## config.mk

```make
export PLATFORM = sky130hd
export DESIGN_NAME = keyframe_angle_interpolator_top
export DESIGN_NICKNAME = d
export VERILOG_FILES = /design/src/sv/kai_pkg.sv /design/src/sv/keyframe_angle_interpolator_top.sv
export SDC_FILE = /design/constraint.sdc
export NUM_CORES = 1
export LEC_CHECK = 0
export BUFFER_PORTS_ARGS = -buffer_cell sky130_fd_sc_hd__clkbuf_2
export CAP_MARGIN = 15
export CORE_UTILIZATION = 60
export CTS_BUF_LIST = sky130_fd_sc_hd__clkbuf_16
export DETAILED_ROUTE_END_ITERATION = 8
export PLACE_DENSITY = 0.78
export SETUP_SLACK_MARGIN = 0.15
export SLEW_MARGIN = 15
export SYNTH_ARGS = -nofsm -noshare
export SYNTH_HDL_FRONTEND = slang
export SYNTH_SLANG_ARGS = --single-unit
```

## constraint.sdc

```tcl
create_clock -name clock -period 10.2 [get_ports clock]
set_input_delay 0.51 -clock clock [delete_from_list [all_inputs] [get_ports clock]]
set_output_delay 0.51 -clock clock [all_outputs]
set_load 0.005 [all_outputs]
```

## src/sv/kai_pkg.sv

```systemverilog
// Shared constants, pose table and types for the keyframe angle interpolator.
`default_nettype none
package kai_pkg;

   localparam int JOINTS    = 9;
   localparam int KEYFRAMES = 7;
   localparam int NSEG      = 7;

   localparam int JOINT_W   = 4;
   localparam int TIME_W    = 32;
   localparam int DUR_W     = 16;
   localparam int ANGLE_W   = 16;
   localparam int SEG_W     = 3;
   localparam int IDX_W     = 3;
   localparam int START_W   = 19;
   localparam int QUOT_W    = 13;
   localparam int PROD_W    = DUR_W + QUOT_W;
   localparam int CNT_W     = $clog2(QUOT_W);
   localparam int REQ_W     = 40;
   localparam int RSP_W     = 24;

   localparam logic [SEG_W-1:0] SEG_HOLD = 3'd0;
   localparam logic [SEG_W-1:0] SEG_PAST = 3'd7;

   localparam logic [DUR_W-1:0] DUR_RESET [NSEG] = '{
      16'd200, 16'd1000, 16'd500, 16'd100, 16'd1000, 16'd500, 16'd100
   };

   localparam logic signed [7:0] POSE_ROM [KEYFRAMES][JOINTS] = '{
      '{-8'sd51, -8'sd20, 8'sd120,  8'sd32, 8'sd0,  8'sd20, 8'sd120, 8'sd20, -8'sd69},
      '{-8'sd66, -8'sd20, 8'sd100,  8'sd23, 8'sd0,  8'sd11, 8'sd100, 8'sd20, -8'sd51},
      '{-8'sd72, -8'sd20, 8'sd100,   8'sd5, 8'sd0, -8'sd13, 8'sd100, 8'sd20, -8'sd42},
      '{-8'sd60, -8'sd20, 8'sd100, -8'sd10, 8'sd0, -8'sd31, 8'sd100, 8'sd20, -8'sd51},
      '{-8'sd45, -8'sd20, 8'sd100,   8'sd2, 8'sd0, -8'sd16, 8'sd100, 8'sd20, -8'sd72},
      '{-8'sd42, -8'sd20, 8'sd100,  8'sd17, 8'sd0,   8'sd2, 8'sd100, 8'sd20, -8'sd77},
      '{-8'sd51, -8'sd20, 8'sd120,  8'sd32, 8'sd0,  8'sd20, 8'sd120, 8'sd20, -8'sd69}
   };

   typedef enum logic [4:0] {
      S_IDLE   = 5'b00001,
      S_SEARCH = 5'b00010,
      S_MUL    = 5'b00100,
      S_DIV    = 5'b01000,
      S_EMIT   = 5'b10000
   } state_type;

   function automatic logic signed [ANGLE_W-1:0] pose_q8(
      input logic [SEG_W-1:0]   row,
      input logic [JOINT_W-1:0] joint
   );
      logic signed [7:0] deg;
      deg = POSE_ROM[row][joint];
      return {deg, 8'h00};
   endfunction

endpackage
`default_nettype wire

```

## src/sv/keyframe_angle_interpolator_top.sv

```systemverilog
// Keyframe angle interpolator: cyclic segment search and bit-serial interpolation.
//
// Each transfer on req carries a joint index and an elapsed time in ms; one result
// (angle in degrees with 8 fraction bits, and the segment used) leaves on rsp.
// An item passes from acceptance to result through segment search (one duration
// per cycle), a multiply, a restoring divider that yields one quotient bit per
// cycle and the load of the output register; hold and past-period items skip
// the multiply and divide. A result waits while the output register still holds
// an unaccepted result. A new item is taken in the cycle after the previous one
// has reached the output register, and a waiting result does not block it.
// The user must write durations through the csr port only while the block is
// idle; the block itself does not enforce this.
`default_nettype none
module keyframe_angle_interpolator_top
   import kai_pkg::*;
(
   input  wire logic             clock,
   input  wire logic             reset,
   input  wire logic             req_tvalid,
   output logic                  req_tready,
   input  wire logic [REQ_W-1:0] req_tdata,   // joint_index[3:0], elapsed_ms[35:4]
   output logic                  rsp_tvalid,
   input  wire logic             rsp_tready,
   output logic [RSP_W-1:0]      rsp_tdata,   // angle_q8[15:0], segment[18:16]
   input  wire logic             csr_we,
   input  wire logic [IDX_W-1:0] csr_index,
   input  wire logic [DUR_W-1:0] csr_wdata
);

   state_type                  state_ff, state_in;
   logic [DUR_W-1:0]           dur_ff [NSEG];
   logic [DUR_W-1:0]           dur_in [NSEG];
   logic [TIME_W-1:0]          cstart_ff, cstart_in;
   logic [TIME_W-1:0]          phase_ff, phase_in;
   logic [JOINT_W-1:0]         jrow_ff, jrow_in;
   logic                       jok_ff, jok_in;
   logic [SEG_W-1:0]           seg_ff, seg_in;
   logic [START_W-1:0]         start_ff, start_in;
   logic [DUR_W-1:0]           off_ff, off_in;
   logic [DUR_W-1:0]           d_ff, d_in;
   logic signed [ANGLE_W-1:0]  base_ff, base_in;
   logic                       neg_ff, neg_in;
   logic [QUOT_W-1:0]          mag_ff, mag_in;
   logic                       interp_ff, interp_in;
   logic [DUR_W-1:0]           rem_ff, rem_in;
   logic [QUOT_W-1:0]          div_ff, div_in;
   logic [CNT_W-1:0]           cnt_ff, cnt_in;
   logic                       rvalid_ff, rvalid_in;
   logic [ANGLE_W-1:0]         rangle_ff, rangle_in;
   logic [SEG_W-1:0]           rseg_ff, rseg_in;

   logic [JOINT_W-1:0]         req_joint;
   logic [TIME_W-1:0]          req_elapsed;
   logic [DUR_W-1:0]           cur_dur;
   logic [START_W-1:0]         seg_end;
   logic signed [ANGLE_W:0]    pose_diff;
   logic [ANGLE_W:0]           diff_mag;
   logic [PROD_W-1:0]          prod;
   logic [DUR_W:0]             rem_sh;
   logic                       rem_ge;
   logic signed [ANGLE_W:0]    quot_s;
   logic signed [ANGLE_W:0]    angle_sum;
   logic [ANGLE_W-1:0]         angle_sat;

   assign req_joint   = req_tdata[JOINT_W-1:0];
   assign req_elapsed = req_tdata[JOINT_W+TIME_W-1:JOINT_W];
   assign req_tready  = (state_ff == S_IDLE);
   assign rsp_tvalid  = rvalid_ff;
   assign rsp_tdata   = {{(RSP_W-ANGLE_W-SEG_W){1'b0}}, rseg_ff, rangle_ff};

   assign cur_dur   = dur_ff[seg_ff];
   assign seg_end   = start_ff + START_W'(cur_dur);
   assign pose_diff = (ANGLE_W+1)'(pose_q8(seg_ff, jrow_ff))
                    - (ANGLE_W+1)'(pose_q8(seg_ff - 3'd1, jrow_ff));
   assign diff_mag  = pose_diff[ANGLE_W] ? (ANGLE_W+1)'(-pose_diff) : pose_diff;
   assign prod      = PROD_W'(off_ff) * PROD_W'(mag_ff);
   assign rem_sh    = {rem_ff, div_ff[QUOT_W-1]};
   assign rem_ge    = (rem_sh >= {1'b0, d_ff});

   always_comb begin
      logic [ANGLE_W:0] q_ext;
      q_ext     = interp_ff ? (ANGLE_W+1)'(div_ff) : '0;
      quot_s    = neg_ff ? -$signed(q_ext) : $signed(q_ext);
      angle_sum = {base_ff[ANGLE_W-1], base_ff} + quot_s;
      if (angle_sum > 17'sd32767) begin
         angle_sat = 16'h7FFF;
      end else if (angle_sum < -17'sd32768) begin
         angle_sat = 16'h8000;
      end else begin
         angle_sat = angle_sum[ANGLE_W-1:0];
      end
   end

   always_comb begin
      state_in  = state_ff;
      dur_in    = dur_ff;
      cstart_in = cstart_ff;
      phase_in  = phase_ff;
      jrow_in   = jrow_ff;
      jok_in    = jok_ff;
      seg_in    = seg_ff;
      start_in  = start_ff;
      off_in    = off_ff;
      d_in      = d_ff;
      base_in   = base_ff;
      neg_in    = neg_ff;
      mag_in    = mag_ff;
      interp_in = interp_ff;
      rem_in    = rem_ff;
      div_in    = div_ff;
      cnt_in    = cnt_ff;
      rvalid_in = rvalid_ff;
      rangle_in = rangle_ff;
      rseg_in   = rseg_ff;

      if (csr_we && (csr_index < IDX_W'(NSEG))) begin
         dur_in[csr_index] = csr_wdata;
      end

      if (rvalid_ff && rsp_tready) begin
         rvalid_in = 1'b0;
      end

      unique case (state_ff)
         S_IDLE: begin
            if (req_tvalid) begin
               jok_in   = (req_joint >= 4'd1) && (req_joint <= JOINT_W'(JOINTS));
               jrow_in  = jok_in ? req_joint - 4'd1 : '0;
               phase_in = (req_elapsed >= cstart_ff) ? req_elapsed - cstart_ff : '0;
               seg_in   = SEG_HOLD;
               start_in = '0;
               state_in = S_SEARCH;
            end
         end
         S_SEARCH: begin
            if (phase_ff < TIME_W'(seg_end)) begin
               off_in = phase_ff[DUR_W-1:0] - start_ff[DUR_W-1:0];
               d_in   = cur_dur;
               if (seg_ff == SEG_HOLD) begin
                  base_in   = pose_q8(SEG_HOLD, jrow_ff);
                  interp_in = 1'b0;
                  neg_in    = 1'b0;
                  state_in  = S_EMIT;
               end else begin
                  base_in   = pose_q8(seg_ff - 3'd1, jrow_ff);
                  neg_in    = pose_diff[ANGLE_W];
                  mag_in    = diff_mag[QUOT_W-1:0];
                  interp_in = 1'b1;
                  state_in  = S_MUL;
               end
            end else begin
               start_in = seg_end;
               if (seg_ff == SEG_W'(NSEG - 1)) begin
                  seg_in    = SEG_PAST;
                  cstart_in = cstart_ff + TIME_W'(seg_end);
                  base_in   = pose_q8(SEG_W'(KEYFRAMES - 1), jrow_ff);
                  interp_in = 1'b0;
                  neg_in    = 1'b0;
                  state_in  = S_EMIT;
               end else begin
                  seg_in = seg_ff + 3'd1;
               end
            end
         end
         S_MUL: begin
            rem_in   = prod[PROD_W-1:QUOT_W];
            div_in   = prod[QUOT_W-1:0];
            cnt_in   = '0;
            state_in = S_DIV;
         end
         S_DIV: begin
            rem_in = rem_ge ? DUR_W'(rem_sh - {1'b0, d_ff}) : rem_sh[DUR_W-1:0];
            div_in = {div_ff[QUOT_W-2:0], rem_ge};
            cnt_in = cnt_ff + 1'b1;
            if (cnt_ff == CNT_W'(QUOT_W - 1)) begin
               state_in = S_EMIT;
            end
         end
         S_EMIT: begin
            if (!rvalid_ff || rsp_tready) begin
               rvalid_in = 1'b1;
               rangle_in = jok_ff ? angle_sat : '0;
               rseg_in   = seg_ff;
               state_in  = S_IDLE;
            end
         end
         default: begin
            state_in = S_IDLE;
         end
      endcase
   end

   always_ff @(posedge clock) begin
      if (reset) begin
         state_ff  <= S_IDLE;
         dur_ff    <= DUR_RESET;
         cstart_ff <= '0;
         rvalid_ff <= 1'b0;
      end else begin
         state_ff  <= state_in;
         dur_ff    <= dur_in;
         cstart_ff <= cstart_in;
         rvalid_ff <= rvalid_in;
      end
   end

   always_ff @(posedge clock) begin
      phase_ff  <= phase_in;
      jrow_ff   <= jrow_in;
      jok_ff    <= jok_in;
      seg_ff    <= seg_in;
      start_ff  <= start_in;
      off_ff    <= off_in;
      d_ff      <= d_in;
      base_ff   <= base_in;
      neg_ff    <= neg_in;
      mag_ff    <= mag_in;
      interp_ff <= interp_in;
      rem_ff    <= rem_in;
      div_ff    <= div_in;
      cnt_ff    <= cnt_in;
      rangle_ff <= rangle_in;
      rseg_ff   <= rseg_in;
   end

   a_accept_busy: assert property (@(posedge clock) disable iff (reset)
      (req_tvalid && req_tready) |=> !req_tready)
      else $error("input taken while an item is in flight");

   a_offset_in_segment: assert property (@(posedge clock) disable iff (reset)
      (state_ff == S_MUL) |-> (off_ff < d_ff))
      else $error("segment offset not below segment duration");

   a_remainder_bound: assert property (@(posedge clock) disable iff (reset)
      (state_ff == S_DIV) |-> (rem_ff < d_ff))
      else $error("divider remainder out of range");

   a_div_count: assert property (@(posedge clock) disable iff (reset)
      (state_ff == S_DIV) |-> (cnt_ff < CNT_W'(QUOT_W)))
      else $error("divider ran past its quotient width");

endmodule
`default_nettype wire
```

==> impl_metrics.tcl <==
set metrics [dict create \
    tritoncts "done" \
    mappedNetlistArea_mm2 0.02209 \
    drt_wl_total_mm 53.45 \
    arrival_ns 7.95 \
    grt_pass1_vias 18000 \
    dp_slack_ns 2.493 \
    synth_area_leaders "edfxtp_1 21%, dfxtp_1 14%, ha_1 12%, nand2_1 7.2%, a21oi_1 5.2%" \
    fill_cells 2939 \
    multi_input_area_mm2 0.01329 \
    finish.utilization_pct 66.58 \
    ios 90 \
    core_mm2 0.03591 \
    synth.avg_cell_area_um2 8.776 \
    initial_core_util_pct 61.51 \
    crit_type "reg2reg" \
    grt_setup_unrepaired "no" \
    chipWidth_um 193.9 \
    portBuffers 80 \
    overflow 0 \
    grt_pass1_wl_mm 88.62 \
    p_per_area_mw_per_mm2 158.8 \
    clock_latency_ns 0.55 \
    cts_buffer_depth 3 \
    postSynth.asyncResetShare_pct 0 \
    hold_viol_final 0 \
    worstReg2RegStart "seg_ff[1]" \
    worst_pin_slew_ns 1.053 \
    max_freq_mhz 128.3 \
    min_period_ns 7.791 \
    rows 69 \
    regToRegSetupSlack_ns 2.41 \
    clock_sinks 308 \
    crit_required_ns 10.36 \
    synth_top_area_cell "edfxtp_1" \
    antenna_found_initial 0 \
    grt_usage_pct 28.70 \
    fin_area_mm2 0.02391 \
    placed_area_mm2 0.02284 \
    combPwrFrac_pct 30.5 \
    power_leakage_nw 10.17 \
    cts_buffers 35 \
    dp_hpwl_mm 39.04 \
    pwr-share-clk_pct 31.1 \
    post-route-period-util_pct 76.39 \
    vias 18230 \
    finalWorstSetupSlack_ns 2.409 \
    diodes 0 \
    ys.flop_type "edfxtp_1" \
    drcViolationCount 0 \
    intPower_mw 2.515 \
    ys_types 83 \
    worstHoldPathType "in2reg" \
    post_drt_wl_per_cell_um 17.54 \
    synth_top_area_share_pct 21.48 \
    syn-instance-count 2517 \
    yosysSeqAreaShare_pct 35.07 \
    areaGrowthSynthToFinish_pct 8.247 \
    drt_iter0_markers 1293 \
    fin_skew_ns 0.02577 \
    critPathLaunchType "flop" \
    critPathMaxStageDelay_ns 0.93 \
    ys_warn_count 0 \
    status "finished, final reports clean" \
    gp_congestion 0.9312 \
    cp_common_cell "a21oi_1" \
    swShare_pct 33.77 \
    path_max_fanout 16 \
    cap_violations 0 \
    clockRootBuffer "clkbuf_16" \
    fin_setup_tns_ns 0 \
    rr_worst_depth 24 \
    path_buf_inv 2 \
    die_y_um 193.9 \
    finalSetupViolations 0 \
    die_area_mm2 0.03759 \
    ant_nets 0 \
    synth_edf_count 158 \
    fin_nets 2892 \
    hp-start "csr_wdata[15]" \
    vdd_ir_drop_max_mv 0.1253 \
    drive_above_1_share_pct 7.460 \
    timing.hold.worst_path_depth 3 \
    seqPwrFrac_pct 38.4 \
    slowest_stage "edfxtp_1" \
    path_clk_slew_ns 0.06 \
    hold_ws_ns 0.2905 \
    first_pass_iters 5 \
    p_sw_mw 1.282 \
    drv_slew 0 \
    path_cells "inv_1 > nor2_1 > buf_4 > a21oi_1 > o21ai_0 > ha_1 > nor2b_1 > o21ai_0 > a21boi_0 > o21ai_0 > a21oi_1 > a211oi_1 > o21bai_1 > a21oi_1 > xor2_1 > ha_1 > nand4_1 > nor3_1 > nor3_1 > o211a_1 > o31ai_1 > a21oi_1 > nand2_1 > a21oi_1" \
    post-cts-setup-buffers 0 \
    r2r-end "base_ff[10]" \
    max_slew_margin_pct 29.81 \
    min_to "dur_ff[31]" \
    critPathTopFamily "compound AO/OA/AOI/OAI gates" \
    via_per_inst 5.979 \
    ys_ff_latch 308 \
    crit_path_end_kind "flop" \
    grt_max_degree 78 \
    htreeDepth 2 \
    holdBufCountCts 0 \
    cts_resized 0 \
    seq_area_mm2 0.007747 \
]
==> synthesized netlist by cell type (all sizes together) (50+ instances only) <==
cell,number
a21oi,232
and2,51
clkbuf,80
dfxtp,150
edfxtp,158
fa,50
ha,218
inv,177
nand2,422
nor2,207
o21ai,126
xnor2,96
==> flip-flops by register name, indices dropped and copies added, names as in the netlist, 5 cells and up <==
register and flops:
dur_ff 112, div_ff 13, rangle_ff 16, cstart_ff 32, phase_ff 32, d_ff 16, mag_ff 5, base_ff 8
rem_ff 16, state_ff 5, start_ff 19, off_ff 16
==> placed cells by master, fill, tap and decap left out, types with 43 or more instances in the layout <==
cell type | netlist | routed
a21o_1 | 48 | 48
a21oi_1 | 230 | 230
and2_1 | 51 | 51
clkbuf_2 | 0 | 79
dfxtp_1 | 150 | 150
edfxtp_1 | 158 | 158
fa_1 | 50 | 50
ha_1 | 218 | 218
inv_1 | 176 | 188
mux2i_1 | 43 | 43
nand2_1 | 422 | 422
nor2_1 | 207 | 205
o21ai_0 | 120 | 120
xnor2_1 | 96 | 96
==> layer usage <==
layer  routed length (um)  vias to the layer above  global-route usage [%]
met3                 2760                      113                   3.427
met2                26290                      525                   50.41
met5                    0                        -                       0
met4                 1556                        0                   10.14
met1                22840                     8721                   36.47
li1                     -                     8866                       -
==> per-stage QoR <==
stage / instances / total power, mW
floorplan: 2521 / 2.336
global placement: 2984 / 2.580
detailed placement: 2984 / 2.625
CTS: 3048 / 3.805
global route: 3048 / 3.992
finish: 3048 / 3.797
==> worst max-delay path by stage <==
stage	from	endpoint	slack, ns	cells after the start
2_1_floorplan	seg_ff[1]	d_ff[0]	3.05	26
3_3_place_gp	seg_ff[1]	base_ff[13]	2.70	24
3_5_place_dp	seg_ff[1]	base_ff[13]	2.49	24
4_1_cts	seg_ff[1]	base_ff[9]	2.48	24
5_1_grt	seg_ff[1]	cstart_ff[29]	1.70	29
6_report	seg_ff[1]	base_ff[10]	2.41	24
==> worst reg2reg max path, stage by stage (launching register included) <==
cell,delay (ns)
edfxtp_1,0.93
inv_1,0.34
nor2_1,0.25
buf_4,0.29
a21oi_1,0.10
o21ai_0,0.51
ha_1,0.40
nor2b_1,0.14
o21ai_0,0.21
a21boi_0,0.13
o21ai_0,0.24
a21oi_1,0.18
a211oi_1,0.39
o21bai_1,0.10
a21oi_1,0.37
xor2_1,0.33
ha_1,0.31
nand4_1,0.13
nor3_1,0.07
nor3_1,0.18
o211a_1,0.23
o31ai_1,0.09
a21oi_1,0.28
nand2_1,0.34
a21oi_1,0.86
==> final cells by class <==
class,count,share of cell area [%]
Multi-Input combinational cell,1936,55.59
Sequential cell,308,32.40
Clock buffer,35,3.663
Inverter,178,2.794
Tap cell,461,2.412
Timing Repair Buffer,101,2.344
Clock inverter,29,0.8006
==> power groups by stage <==
| stage | clock, mW | combinational (mW) | sequential, mW |
|---|---|---|---|
| finish | 1.18 | 1.16 | 1.46 |
| global route | 1.25 | 1.28 | 1.47 |
| CTS | 1.20 | 1.15 | 1.46 |
| detailed placement | 0 | 1.14 | 1.48 |
| global placement | 0 | 1.10 | 1.48 |
| floorplan | 0 | 0.884 | 1.45 |
==> kinds of logic (layout without fill, tap and decap cells) <==
logic type | Yosys count | count (layout) | share of synthesized area (%)
AOI/OAI and AO/OA | 553 | 553 | 15.23
xor gates and xnor gates | 129 | 129 | 5.115
adders and majority gates | 270 | 270 | 16.98
buffers and inverters | 277 | 343 | 4.916
DFF | 308 | 308 | 35.07
muxes | 59 | 59 | 3.580
other | 1 | 5 | 0.01698
and+or+nand+nor | 920 | 920 | 19.09
No activity file was read; power rests on OpenSTA's default activity.
